`src/rtl/core/gmer_pkg.sv`:
```
// Shared constants, types and helpers for the greedy mesh edge router.
// Used by gmer_port_table and greedy_mesh_edge_router; depends on nothing else.
`timescale 1ns / 1ps

package gmer_pkg;

    localparam int GRID_SIDE   = 8;
    localparam int SIDE_W      = 4;
    localparam int COORD_W     = 3;
    localparam int CELL_W      = 6;
    localparam int NODE_W      = 6;
    localparam int DIR_W       = 2;
    localparam int PORT_ADDR_W = CELL_W + DIR_W;
    localparam int PORT_DEPTH  = 1 << PORT_ADDR_W;
    localparam int CELL_COUNT  = 1 << CELL_W;

    localparam logic [DIR_W-1:0] DIR_UP    = 2'd0;
    localparam logic [DIR_W-1:0] DIR_RIGHT = 2'd1;
    localparam logic [DIR_W-1:0] DIR_DOWN  = 2'd2;
    localparam logic [DIR_W-1:0] DIR_LEFT  = 2'd3;

    // Requests from the walk sequencer to the port owner table.
    typedef struct packed {
        logic                   clear;
        logic                   wr_en;
        logic [PORT_ADDR_W-1:0] wr_addr;
        logic [NODE_W-1:0]      wr_owner;
        logic [PORT_ADDR_W-1:0] rd_a_addr;
        logic [PORT_ADDR_W-1:0] rd_b_addr;
    } port_req_t;

    // Registered read data from the port owner table.
    typedef struct packed {
        logic              a_taken;
        logic [NODE_W-1:0] a_owner;
        logic              b_taken;
        logic [NODE_W-1:0] b_owner;
    } port_rsp_t;

    // Move order within one pass: right, left, down, up.
    function automatic logic [DIR_W-1:0] try_dir(input logic [1:0] slot);
        logic [DIR_W-1:0] d;
        case (slot)
            2'd0:    d = DIR_RIGHT;
            2'd1:    d = DIR_LEFT;
            2'd2:    d = DIR_DOWN;
            default: d = DIR_UP;
        endcase
        return d;
    endfunction

endpackage

```
`src/rtl/core/gmer_port_table.sv`:
```
// Port owner table: one owner per outgoing port of every mesh cell.
// Depends on gmer_pkg for widths and the request/response structs.
`timescale 1ns / 1ps

module gmer_port_table
    import gmer_pkg::*;
(
    input  logic      aclk,
    input  logic      aresetn,
    input  port_req_t req,
    output port_rsp_t rsp
);

    // Owner values live in a plain memory; a set taken bit marks a claimed port.
    logic [NODE_W-1:0]     owner_mem [PORT_DEPTH];
    logic [PORT_DEPTH-1:0] taken_reg;
    logic [PORT_DEPTH-1:0] taken_next;
    port_rsp_t             rsp_reg;

    always_comb begin
        taken_next = taken_reg;
        if (req.clear) begin
            taken_next = '0;
        end else if (req.wr_en) begin
            taken_next[req.wr_addr] = 1'b1;
        end
    end

    always_ff @(posedge aclk) begin
        if (!aresetn) begin
            taken_reg <= '0;
        end else begin
            taken_reg <= taken_next;
        end
    end

    always_ff @(posedge aclk) begin
        if (req.wr_en) begin
            owner_mem[req.wr_addr] <= req.wr_owner;
        end
        rsp_reg.a_owner <= owner_mem[req.rd_a_addr];
        rsp_reg.b_owner <= owner_mem[req.rd_b_addr];
        rsp_reg.a_taken <= taken_reg[req.rd_a_addr];
        rsp_reg.b_taken <= taken_reg[req.rd_b_addr];
    end

    assign rsp = rsp_reg;

endmodule

```
`src/rtl/core/greedy_mesh_edge_router.sv`:
```
// Greedy mesh edge router top level: input unpacking, walk sequencer, output register.
// Depends on gmer_pkg and gmer_port_table.
`timescale 1ns / 1ps

// Channel   Direction  Handshake          Payload
// s_        in         s_tvalid/s_tready  s_tdata: one edge to route
// m_        out        m_tvalid/m_tready  m_tdata: path cell, m_tuser: flags, m_tlast
// cfg_      in         cfg_we             cfg_wdata: mesh side in use
//
// An edge is walked one hop at a time. Each hop tries moves in slot order: a move that
// is actually tested reads the two port owners, then checks them; a move that is out
// of the mesh or, in the first pass, not toward the target is passed over. The hop then
// hands the cell to the output register. The registered port table read sets the pace.
// Skipped, trivial and out-of-range edges go straight to the output register.
// Reset is synchronous on aresetn low: all ports free, no failure, side 8.
// The input is not ready while an edge is walking; a stalled output holds the walk
// before the next hop, and the last result may still wait while a new edge is taken.

module greedy_mesh_edge_router
    import gmer_pkg::*;
(
    input  logic              aclk,
    input  logic              aresetn,
    // Configuration: mesh side in use.
    input  logic              cfg_we,
    input  logic [SIDE_W-1:0] cfg_wdata,
    // Edge input.
    input  logic              s_tvalid,
    output logic              s_tready,
    // Bits from low: start_run[0], src_node[6:1], src_row[9:7], src_col[12:10],
    // dst_row[15:13], dst_col[18:16], zero fill [23:19].
    input  logic [23:0]       s_tdata,
    // Path cell output.
    output logic              m_tvalid,
    input  logic              m_tready,
    // Bits from low: cell_res[5:0], zero fill [7:6].
    output logic [7:0]        m_tdata,
    // Bits from low: cell_valid[0], routed_ok[1].
    output logic [1:0]        m_tuser,
    output logic              m_tlast
);

    localparam logic [2:0] ST_IDLE  = 3'd0;
    localparam logic [2:0] ST_ISSUE = 3'd1;
    localparam logic [2:0] ST_CHECK = 3'd2;
    localparam logic [2:0] ST_EMIT  = 3'd3;

    // Unpacked input fields.
    logic               in_start;
    logic [NODE_W-1:0]  in_node;
    logic [COORD_W-1:0] in_srow, in_scol, in_drow, in_dcol;

    assign in_start = s_tdata[0];
    assign in_node  = s_tdata[6:1];
    assign in_srow  = s_tdata[9:7];
    assign in_scol  = s_tdata[12:10];
    assign in_drow  = s_tdata[15:13];
    assign in_dcol  = s_tdata[18:16];

    logic [2:0]          state_reg, state_next;
    logic [SIDE_W-1:0]   grid_side_reg, grid_side_next;
    logic                run_failed_reg, run_failed_next;
    logic [NODE_W-1:0]   owner_reg, owner_next;
    logic [COORD_W-1:0]  dst_row_reg, dst_row_next, dst_col_reg, dst_col_next;
    logic [COORD_W-1:0]  walk_row_reg, walk_row_next, walk_col_reg, walk_col_next;
    logic [COORD_W-1:0]  nb_row_reg, nb_row_next, nb_col_reg, nb_col_next;
    logic [CELL_W-1:0]   cur_cell_reg, cur_cell_next, nb_cell_reg, nb_cell_next;
    logic [DIR_W-1:0]    dir_reg, dir_next;
    logic [2:0]          try_reg, try_next;
    logic [CELL_COUNT-1:0] visited_reg, visited_next;

    // Result waiting to go into the output register.
    logic [CELL_W-1:0]   pend_cell_reg, pend_cell_next;
    logic                pend_valid_reg, pend_valid_next;
    logic                pend_last_reg, pend_last_next;
    logic                pend_ok_reg, pend_ok_next;

    // Output register.
    logic                m_tvalid_reg, m_tvalid_next;
    logic [CELL_W-1:0]   m_cell_reg, m_cell_next;
    logic                m_cellv_reg, m_cellv_next;
    logic                m_last_reg, m_last_next;
    logic                m_ok_reg, m_ok_next;

    // Effective side, clamped into the supported range.
    logic [SIDE_W-1:0] side_eff;
    always_comb begin
        if (grid_side_reg < SIDE_W'(2)) begin
            side_eff = SIDE_W'(2);
        end else if (grid_side_reg > SIDE_W'(GRID_SIDE)) begin
            side_eff = SIDE_W'(GRID_SIDE);
        end else begin
            side_eff = grid_side_reg;
        end
    end

    // Candidate move for the current try slot.
    logic [DIR_W-1:0]   cand_dir;
    logic               bound_ok, toward, applicable;
    logic [COORD_W-1:0] cand_row, cand_col;

    always_comb begin
        cand_dir = try_dir(try_reg[1:0]);
        cand_row = walk_row_reg;
        cand_col = walk_col_reg;
        bound_ok = 1'b0;
        toward   = 1'b0;
        case (cand_dir)
            DIR_UP: begin
                bound_ok = (walk_row_reg != '0);
                toward   = (dst_row_reg < walk_row_reg);
                cand_row = walk_row_reg - COORD_W'(1);
            end
            DIR_RIGHT: begin
                bound_ok = ({1'b0, walk_col_reg} + SIDE_W'(1)) < side_eff;
                toward   = (dst_col_reg > walk_col_reg);
                cand_col = walk_col_reg + COORD_W'(1);
            end
            DIR_DOWN: begin
                bound_ok = ({1'b0, walk_row_reg} + SIDE_W'(1)) < side_eff;
                toward   = (dst_row_reg > walk_row_reg);
                cand_row = walk_row_reg + COORD_W'(1);
            end
            default: begin
                bound_ok = (walk_col_reg != '0);
                toward   = (dst_col_reg < walk_col_reg);
                cand_col = walk_col_reg - COORD_W'(1);
            end
        endcase
        // The second pass (upper try slots) drops the direction condition.
        applicable = bound_ok && (try_reg[2] || toward);
    end

    // The one multiplier: row * side + col. While idle it indexes the source
    // cell of the arriving edge, otherwise the candidate neighbor.
    logic [COORD_W-1:0]        mul_row, mul_col;
    logic [COORD_W+SIDE_W-1:0] mul_prod;
    logic [CELL_W-1:0]         cell_idx;

    assign mul_row  = (state_reg == ST_IDLE) ? in_srow : cand_row;
    assign mul_col  = (state_reg == ST_IDLE) ? in_scol : cand_col;
    assign mul_prod = (COORD_W+SIDE_W)'(mul_row) * (COORD_W+SIDE_W)'(side_eff);
    assign cell_idx = mul_prod[CELL_W-1:0] + CELL_W'(mul_col);

    // Port owner table.
    port_req_t port_req;
    port_rsp_t port_rsp;
    logic      accept;
    logic      move_ok;
    logic      arrive;
    logic      out_free;

    assign accept   = s_tvalid && s_tready;
    assign out_free = !m_tvalid_reg || m_tready;

    assign move_ok = (!port_rsp.a_taken || (port_rsp.a_owner == owner_reg))
                  && !(port_rsp.b_taken && (port_rsp.b_owner == owner_reg))
                  && !visited_reg[nb_cell_reg];
    assign arrive  = (nb_row_reg == dst_row_reg) && (nb_col_reg == dst_col_reg);

    always_comb begin
        port_req.clear     = accept && in_start;
        port_req.wr_en     = (state_reg == ST_CHECK) && move_ok;
        port_req.wr_addr   = {cur_cell_reg, dir_reg};
        port_req.wr_owner  = owner_reg;
        port_req.rd_a_addr = {cur_cell_reg, cand_dir};
        port_req.rd_b_addr = {cell_idx, cand_dir ^ DIR_DOWN};
    end

    gmer_port_table u_port_table (
        .aclk    (aclk),
        .aresetn (aresetn),
        .req     (port_req),
        .rsp     (port_rsp)
    );

    // Walk sequencer.
    logic fail_eff;
    logic range_bad;

    always_comb begin
        fail_eff  = in_start ? 1'b0 : run_failed_reg;
        range_bad = ({1'b0, in_srow} >= side_eff) || ({1'b0, in_scol} >= side_eff)
                 || ({1'b0, in_drow} >= side_eff) || ({1'b0, in_dcol} >= side_eff);
    end

    always_comb begin
        state_next      = state_reg;
        grid_side_next  = cfg_we ? cfg_wdata : grid_side_reg;
        run_failed_next = run_failed_reg;
        owner_next      = owner_reg;
        dst_row_next    = dst_row_reg;
        dst_col_next    = dst_col_reg;
        walk_row_next   = walk_row_reg;
        walk_col_next   = walk_col_reg;
        nb_row_next     = nb_row_reg;
        nb_col_next     = nb_col_reg;
        cur_cell_next   = cur_cell_reg;
        nb_cell_next    = nb_cell_reg;
        dir_next        = dir_reg;
        try_next        = try_reg;
        visited_next    = visited_reg;
        pend_cell_next  = pend_cell_reg;
        pend_valid_next = pend_valid_reg;
        pend_last_next  = pend_last_reg;
        pend_ok_next    = pend_ok_reg;
        m_tvalid_next   = m_tvalid_reg && !m_tready;
        m_cell_next     = m_cell_reg;
        m_cellv_next    = m_cellv_reg;
        m_last_next     = m_last_reg;
        m_ok_next       = m_ok_reg;

        case (state_reg)
            ST_IDLE: begin
                if (accept) begin
                    owner_next      = in_node;
                    dst_row_next    = in_drow;
                    dst_col_next    = in_dcol;
                    visited_next    = '0;
                    run_failed_next = fail_eff || range_bad;
                    pend_cell_next  = '0;
                    pend_valid_next = 1'b0;
                    pend_last_next  = 1'b1;
                    if (fail_eff || range_bad) begin
                        // Skipped or out-of-mesh edge: a single empty failing item.
                        pend_ok_next = 1'b0;
                        state_next   = ST_EMIT;
                    end else if ((in_srow == in_drow) && (in_scol == in_dcol)) begin
                        // Source already at the destination: nothing to walk.
                        pend_ok_next = 1'b1;
                        state_next   = ST_EMIT;
                    end else begin
                        walk_row_next = in_srow;
                        walk_col_next = in_scol;
                        cur_cell_next = cell_idx;
                        try_next      = '0;
                        state_next    = ST_ISSUE;
                    end
                end
            end
            ST_ISSUE: begin
                // Port reads go out this cycle; their data is checked next cycle.
                dir_next     = cand_dir;
                nb_row_next  = cand_row;
                nb_col_next  = cand_col;
                nb_cell_next = cell_idx;
                if (applicable) begin
                    state_next = ST_CHECK;
                end else if (try_reg == 3'd7) begin
                    run_failed_next = 1'b1;
                    pend_cell_next  = cur_cell_reg;
                    pend_valid_next = 1'b1;
                    pend_last_next  = 1'b1;
                    pend_ok_next    = 1'b0;
                    state_next      = ST_EMIT;
                end else begin
                    try_next = try_reg + 3'd1;
                end
            end
            ST_CHECK: begin
                if (move_ok) begin
                    visited_next[cur_cell_reg] = 1'b1;
                    walk_row_next   = nb_row_reg;
                    walk_col_next   = nb_col_reg;
                    cur_cell_next   = nb_cell_reg;
                    pend_cell_next  = cur_cell_reg;
                    pend_valid_next = 1'b1;
                    pend_last_next  = arrive;
                    pend_ok_next    = arrive;
                    state_next      = ST_EMIT;
                end else if (try_reg == 3'd7) begin
                    // Dead end: the current cell closes the edge as a failure.
                    run_failed_next = 1'b1;
                    pend_cell_next  = cur_cell_reg;
                    pend_valid_next = 1'b1;
                    pend_last_next  = 1'b1;
                    pend_ok_next    = 1'b0;
                    state_next      = ST_EMIT;
                end else begin
                    try_next   = try_reg + 3'd1;
                    state_next = ST_ISSUE;
                end
            end
            ST_EMIT: begin
                if (out_free) begin
                    m_tvalid_next = 1'b1;
                    m_cell_next   = pend_cell_reg;
                    m_cellv_next  = pend_valid_reg;
                    m_last_next   = pend_last_reg;
                    m_ok_next     = pend_ok_reg;
                    try_next      = '0;
                    state_next    = pend_last_reg ? ST_IDLE : ST_ISSUE;
                end
            end
            default: begin
                state_next = ST_IDLE;
            end
        endcase
    end

    always_ff @(posedge aclk) begin
        if (!aresetn) begin
            state_reg      <= ST_IDLE;
            grid_side_reg  <= SIDE_W'(GRID_SIDE);
            run_failed_reg <= 1'b0;
            visited_reg    <= '0;
            try_reg        <= '0;
            m_tvalid_reg   <= 1'b0;
            walk_row_reg   <= '0;
            walk_col_reg   <= '0;
        end else begin
            state_reg      <= state_next;
            grid_side_reg  <= grid_side_next;
            run_failed_reg <= run_failed_next;
            visited_reg    <= visited_next;
            try_reg        <= try_next;
            m_tvalid_reg   <= m_tvalid_next;
            walk_row_reg   <= walk_row_next;
            walk_col_reg   <= walk_col_next;
        end
    end

    always_ff @(posedge aclk) begin
        owner_reg      <= owner_next;
        dst_row_reg    <= dst_row_next;
        dst_col_reg    <= dst_col_next;
        nb_row_reg     <= nb_row_next;
        nb_col_reg     <= nb_col_next;
        cur_cell_reg   <= cur_cell_next;
        nb_cell_reg    <= nb_cell_next;
        dir_reg        <= dir_next;
        pend_cell_reg  <= pend_cell_next;
        pend_valid_reg <= pend_valid_next;
        pend_last_reg  <= pend_last_next;
        pend_ok_reg    <= pend_ok_next;
        m_cell_reg     <= m_cell_next;
        m_cellv_reg    <= m_cellv_next;
        m_last_reg     <= m_last_next;
        m_ok_reg       <= m_ok_next;
    end

    assign s_tready = (state_reg == ST_IDLE);
    assign m_tvalid = m_tvalid_reg;
    assign m_tdata  = {2'b00, m_cell_reg};
    assign m_tuser  = {m_ok_reg, m_cellv_reg};
    assign m_tlast  = m_last_reg;

endmodule
```
`config.mk`:
```
export PLATFORM = sky130hd
export DESIGN_NAME = greedy_mesh_edge_router
export DESIGN_NICKNAME = d
export VERILOG_FILES = /design/src/rtl/core/gmer_pkg.sv /design/src/rtl/core/gmer_port_table.sv /design/src/rtl/core/greedy_mesh_edge_router.sv
export SDC_FILE = /design/constraint.sdc
export NUM_CORES = 2
export LEC_CHECK = 0
export ABC_AREA = 1
export BUFFER_PORTS_ARGS = -buffer_cell sky130_fd_sc_hd__buf_2
export CAP_MARGIN = 20
export CORE_AREA = 3 3 485 487
export CTS_BUF_LIST = sky130_fd_sc_hd__clkbuf_4 sky130_fd_sc_hd__clkbuf_8
export DETAILED_ROUTE_END_ITERATION = 10
export DIE_AREA = 0 0 488 490
export PLACE_DENSITY = 0.58
export RECOVER_POWER = 100
export SYNTH_ARGS = -nofsm -noshare
export SYNTH_HDL_FRONTEND = slang
export SYNTH_SLANG_ARGS = --single-unit
```
`constraint.sdc`:
```
create_clock -name aclk -period 6.9 [get_ports aclk]
set_clock_uncertainty 0.1 [all_clocks]
set_input_delay 0.345 -clock aclk [delete_from_list [all_inputs] [get_ports aclk]]
set_output_delay 0.345 -clock aclk [all_outputs]
set_load 0.02 [all_outputs]
```
---- Yosys cells after proc, flatten, opt, wreduce, memory -nomap -nowiden ----
Memories as Yosys holds them, arrays and structs flattened. A register that Yosys moved wholly into a read port is not among the register bits.
Cells that the tools add are included.
operators by class
  reductions and logical operators ........ 43
  magnitude comparators ................... 19
  equal/unequal tests ..................... 23
  multiplexer cells ....................... 87
  multiply operators ...................... 1
  add/sub/neg operators ................... 8
  bitwise operators ....................... 4
operators by type and width
  kind                   number
  $or A256 B256 Y256     1
  $mux W64               2
  $pmux W64 S2           1
  $or A64 B64 Y64        1
  $mux W3                21
  $mux W6                8
  $mux W1                29
  $lt A8 B9 Y1 const B   3
  $pmux W3 S2            4
  $pmux W3 S4            2
  $pmux W1 S3            6
  $pmux W6 S3            1
  $bmux W1 S8            2
  $ge A3 B4 Y1           4
  $lt A6 B7 Y1 const B   2
  $eq A3 B3 Y1           4
  $eq A6 B6 Y1           2
  $logic_and A1 B1 Y1    12
  $ne A2 B2 Y1 const B   6
  $pmux W6 S2            1
  $add A3 B1 Y3 const B  3
  $reduce_and A3 Y1      3
  $reduce_bool A3 Y1     3
  $add A3 B1 Y4 const B  2
  36 further kinds       62
word-level totals
  memories ................................ 1
  register bits after elaboration ......... 390
  input bits .............................. 33
  bits in writable memories ............... 1536
  output and inout port bits .............. 13
  word-level logic and storage cells ...... 213
memories
  memory                  words  bits a word  rd ports  clocked after Yosys merged registers in  write ports  line                   text
  u_port_table.owner_mem  256    6            2         2                                        1            gmer_port_table.sv:15  logic [NODE_W-1:0] owner_mem [PORT_DEPTH];

---- Logic depth before layout (Yosys ltp) ----
  word-level depth ........................ 11
  gate-level depth with buffers ........... 23
  depth with buffers taken out ............ 22

---- Cells and area by module ----
From an unflattened synthesis, not the netlist that was laid out.
second synthesis, totals
  cell total of the unflattened synthesis .. 11897
  area total of the unflattened synthesis .. 99078.8 um^2
by module, submodules not included
  module                   area an instance (um^2)  cells an instance  times used  seq. area each (um^2)
  gmer_port_table          91114.9                  10828              1           51529.4
  greedy_mesh_edge_router  7963.9                   1069               1           3123.0

---- Least setup slack after synthesis ----
OpenSTA, ideal clock, no wires.
  path type ............................... register to register
  from .................................... register owner_reg[3]
  to ...................................... memory u_port_table.owner_mem[119][0] (enable)
  arrival time ............................ 5.397 ns
  cell stages (with the launch flop) ...... 12
  period minus slack after synthesis ...... 5.874 ns
  path slack .............................. 1.026 ns
  library setup time ...................... 0.377 ns
  required time ........................... 6.423 ns
  path buffers ............................ 2
  path through ............................ edfxtp_1 > inv_1 > or2_0 > nand4_1 > nor2_1 > a21oi_1 > nand4_4 > buf_6 > nor2_1 > nand2_2 > buf_6 > nor3_1
between the ends
  cells in the longest elaborated chain, start to end .. 8
  elaborated cells on any way between the ends .. 10
  those cells by class .................... eq/ne (2); mux (2); reduce/logical (6)
RTL lines
  item                             line                            text
  start: declaration               greedy_mesh_edge_router.sv:63   logic [NODE_W-1:0] owner_reg, owner_next;
  start signal: assignment         greedy_mesh_edge_router.sv:324  owner_reg <= owner_next;
  $eq A6 B6 Y1                     greedy_mesh_edge_router.sv:157  && !(port_rsp.b_taken && (port_rsp.b_owner == owner_reg))
  $logic_and A1 B1 Y1              greedy_mesh_edge_router.sv:157
  $logic_not A1 Y1                 greedy_mesh_edge_router.sv:157
  $logic_and A1 B1 Y1 *            greedy_mesh_edge_router.sv:157
  $logic_and A1 B1 Y1 *            greedy_mesh_edge_router.sv:158  && !visited_reg[nb_cell_reg];
  $logic_and A1 B1 Y1 *            greedy_mesh_edge_router.sv:163  port_req.wr_en = (state_reg == ST_CHECK) && move_ok;
  $mux W1 *                        gmer_port_table.sv:38           if (req.wr_en) begin
  $mux W1 (implied by the code) *  gmer_port_table.sv:39           owner_mem[req.wr_addr] <= req.wr_owner;
  end: declaration                 gmer_port_table.sv:15
Every way passes the cells marked *; elsewhere a longest branch is shown, timed or not.

---- Final worst setup path ----
  from .................................... register try_reg[0]
  to ...................................... register u_port_table.rsp[5] (netlist name)
between the ends
  cells in the longest elaborated chain, start to end .. 7
  elaborated cells on any way between the ends .. 15
  those cells by class .................... add/sub (1); mul (1); eq/ne (4); mux (5); bitwise (1); reduce/logical (3)
RTL lines
  item                                              line                            text
  start: declaration                                greedy_mesh_edge_router.sv:69   logic [2:0] try_reg, try_next;
  start signal: assignment                          greedy_mesh_edge_router.sv:316  try_reg <= try_next;
  $eq A2 B2 Y1 (tied with other cells)              gmer_pkg.sv:43                  case (slot)
  $pmux W2 S3 *                                     gmer_pkg.sv:43
  $eq A2 B2 Y1 or $logic_not A2 Y1 (tied branches)  greedy_mesh_edge_router.sv:108  case (cand_dir)
  $pmux W3 S2 *                                     greedy_mesh_edge_router.sv:108
  via cand_row[2]                                   greedy_mesh_edge_router.sv:100  logic [COORD_W-1:0] cand_row, cand_col;
  $mux W3 *                                         greedy_mesh_edge_router.sv:140  assign mul_row = (state_reg == ST_IDLE) ? in_srow : cand_row;
  $mul A3 B4 Y6 *                                   greedy_mesh_edge_router.sv:142  assign mul_prod = (COORD_W+SIDE_W)'(mul_row) * (COORD_W+SIDE_W)'(side_eff);
  $add A6 B3 Y6 *                                   greedy_mesh_edge_router.sv:143  assign cell_idx = mul_prod[CELL_W-1:0] + CELL_W'(mul_col);
Mark *: on every way through the listed nets, which the timed path passes. The rest lies on a longest branch.
A chain may end at the register's enable or synchronous reset.

==> reports/summary.txt <==
final antenna-violating net count - 0
clock period minus worst slack - 6.39 ns
count of nets after finishing - 10,600
portion of synthesized cell area occupied by the leading cell type - 0.515
Clk pin slew, worst setup/hold paths - 0.06 ns
share of the yosys chip area belonging to registers - 0.591
FF-to-FF setup slack - 0.51 ns
leading cell types in the layout, fill and taps excluded - sky130_fd_sc_hd__nand2_1, sky130_fd_sc_hd__edfxtp_1, sky130_fd_sc_hd__nand3_1
Floorplan Core Area - 0.232 mm2
die span in y - 490 um
Post-synth EDFFs - 1,586
die width - 488 um
worst path arrival time - 7.23 ns
Max stage delay cell, worst path - sky130_fd_sc_hd__fa_4
Hold Slack - 0.173 ns
share of final-layout standard cells stronger than drive strength 1 - 0.0731
Layout Area Growth over Synthesis - 11.0%
Buf/Inv on CP - 5
total of max-cap violations - 23
Remaining Overflow, GRT - 0
number of top-level design ports - 46
Most used DFF post-synth - sky130_fd_sc_hd__edfxtp_1
number of antenna violations at the first check in global routing - 9
number of buffers added on ports - 38
detailed-route wire length - 301,000 um
drt drc - 0
number of standard cells after synthesis - 10,500
mean number of vias per cell - 5.37
highest clock rate - 157 MHz
biggest fanout along the worst timing path - 31
critical path class - reg2reg
worst slack after detailed placement - 0.966 ns
number of clock buffers inserted by TritonCTS - 349
WL per Instance - 21.8 um
Slew Viols, Final - 1,655
Placement Rows - 177
element type at the critical path end - register
Sinks on Clock Net - 1,937
most common cell after layout, fill and taps aside - sky130_fd_sc_hd__nand2_1
number of flip-flops and latches in the synthesized netlist - 1,937
most common cell type on the critical path - sky130_fd_sc_hd__nand3_1
critical-path cell list - inv_1 > ha_1 > inv_1 > fa_1 > inv_1 > nand3_1 > o21ai_0 > xor2_1 > mux2i_1 > or2_2 > fa_1 > fa_1 > fa_4 > inv_2 > clkbuf_2 > nand3_1 > nand3_1 > nand3_1 > nand2_1 > nand2_1 > nand2_1
Yosys Warn Count - 0
Avg Synthesized Cell Area - 8.77 um2
delay contributed by the slowest stage of the critical path - 1.23 ns
Async S/R FF share, synth - 0
final setup TNS - 0 ns
endpoints failing hold - 0
clk_lat worst skew - 1.09 ns
area of the die - 0.239 mm2
crit share post-route - 0.926
number of unique standard cell types used by synthesis - 46
Power per Cell Area - 479 mW/mm2
vias in the first global route - 69,200
Detail Placement HPWL - 183,000 um
post-route setup slack - 0.511 ns
htree depth - 5
setup violation total in the final timing report - 0
failing checks - capacitance limit, slew limit
run status - finished, violations left
worst-case headroom to the max-slew limit - -1.85
overall via count from detail_route - 74,000
RSZ-0062 raised after global routing - false
class of the tightest hold or removal check - in2reg
first-pass GRT wire length - 443,000 um
worst ir drop on vdd - 0.490 mV
number of DRC violations after detailed-routing iteration 0 - 8,558
filler cell count in the final layout - 22,200
clock tree from TritonCTS - yes
Longest Clk Path Bufs - 4
top cells by area, synth - sky130_fd_sc_hd__edfxtp_1, sky130_fd_sc_hd__nand2_1, sky130_fd_sc_hd__dfxtp_1
Mapped Area - 0.0925 mm2
Tot Pwr - 49,200 uW
flip-flop count of the largest register after layout - 1,536
Worst setup SP type - register
leakage power summed over all cells - 0.0410 uW
maximum number of pins on one net before global-route repair - 186
Tot GR Track Use - 0.245
1st-pass router iterations - 6
worst-margin pin slew - 4.27 ns
Root Buffer Master - sky130_fd_sc_hd__clkbuf_8
required time worst endpoint - 7.74 ns
Placer Congestion - 0.913
starting density of the core - 0.399
family with the most delay on the worst path - adder cells
cell type with the largest total area after synthesis - sky130_fd_sc_hd__edfxtp_1
==> synth_stat cells, types with 6 or more instances <==
| library cell | count |
|---|---|
| sky130_fd_sc_hd__a21oi_1 | 391 |
| sky130_fd_sc_hd__buf_1 | 159 |
| sky130_fd_sc_hd__buf_2 | 135 |
| sky130_fd_sc_hd__buf_4 | 24 |
| sky130_fd_sc_hd__buf_6 | 19 |
| sky130_fd_sc_hd__clkbuf_1 | 323 |
| sky130_fd_sc_hd__clkinv_1 | 8 |
| sky130_fd_sc_hd__dfxtp_1 | 351 |
| sky130_fd_sc_hd__edfxtp_1 | 1586 |
| sky130_fd_sc_hd__fa_1 | 6 |
| sky130_fd_sc_hd__ha_1 | 49 |
| sky130_fd_sc_hd__inv_1 | 1300 |
| sky130_fd_sc_hd__inv_2 | 7 |
| sky130_fd_sc_hd__nand2_1 | 3368 |
| sky130_fd_sc_hd__nand3_1 | 1378 |
| sky130_fd_sc_hd__nand4_1 | 155 |
| sky130_fd_sc_hd__nor2_1 | 228 |
| sky130_fd_sc_hd__nor2_8 | 9 |
| sky130_fd_sc_hd__nor3_1 | 19 |
| sky130_fd_sc_hd__o211ai_1 | 112 |
| sky130_fd_sc_hd__o21ai_0 | 820 |
| sky130_fd_sc_hd__o21ai_1 | 6 |
| sky130_fd_sc_hd__o21bai_1 | 16 |
| sky130_fd_sc_hd__or2_2 | 13 |
| sky130_fd_sc_hd__xnor2_1 | 9 |
| sky130_fd_sc_hd__xor2_1 | 17 |
==> metrics by stage <==
stage | cells | area [um2] | util
finish | 13800 | 103000 | 0.443
global route | 13800 | 103000 | 0.442
global placement | 13100 | 95300 | 0.411
CTS | 13800 | 103000 | 0.443
detailed placement | 13100 | 95300 | 0.411
floorplan | 10500 | 92500 | -
==> layout make-up <==
class	instances	area [um2]	share of cell area
diodes	7	17.5	0.000171
clock buffers	507	6230	0.0608
clock inverters	106	763	0.00744
multi-input cells	6628	30200	0.294
inverters	1316	4960	0.0484
flip-flops and latches	1937	54700	0.533
well taps	3043	3810	0.0371
repair buffers	233	1990	0.0194
==> routing by layer <==
layer,vias to the layer above,track usage,part of all wire
met5,-,0,0.000050
met4,2,0.109,0.044
met3,673,0.0459,0.092
met2,3497,0.380,0.45
met1,35100,0.336,0.41
li1,34700,-,-
==> logic make-up after synthesis <==
logic type | share of synthesized area
AOI/OAI and AO/OA | 0.0775
DFF | 0.591
xor gates and xnor gates | 0.00246
adders and majority gates | 0.00793
and+or+nand+nor | 0.236
other | 0.0000406
buffers and inverters | 0.0846
muxes | 0.000216
==> path summary, 6_finish.rpt <==
| check | from | endpoint | depth (start not counted) |
|---|---|---|---|
| worst max-delay path | try_reg[0] | u_port_table.rsp[5] | 21 |
| worst min-delay path | s_tdata[9] | walk_row_reg[2] | 6 |
| worst max register to register | try_reg[0] | u_port_table.rsp[5] | 21 |
| worst min register to register | u_port_table.taken_reg[55] | u_port_table.taken_reg[55] | 2 |
==> tightest hold or removal path: cells and delay by family <==
family                 cells  cell delay [ns]
buffers and inverters      2             0.69
and+or+nand+nor            4             0.25
==> repair_timing <==
item                                   4_1_cts  5_1_grt
setup buffers                                0        0
resized for setup                            0        0
endpoints found under the hold margin       91        0
hold buffers                                51        0
==> report_power, final <==
| group | internal [uW] | leakage [uW] | switching, uW |
|---|---|---|---|
| clock | 6160 | 0.00375 | 4850 |
| combinational | 5960 | 0.0201 | 18600 |
| sequential | 13400 | 0.0171 | 239 |
| total | 25500 | 0.0410 | 23700 |
(Power assumes the default switching activity.)
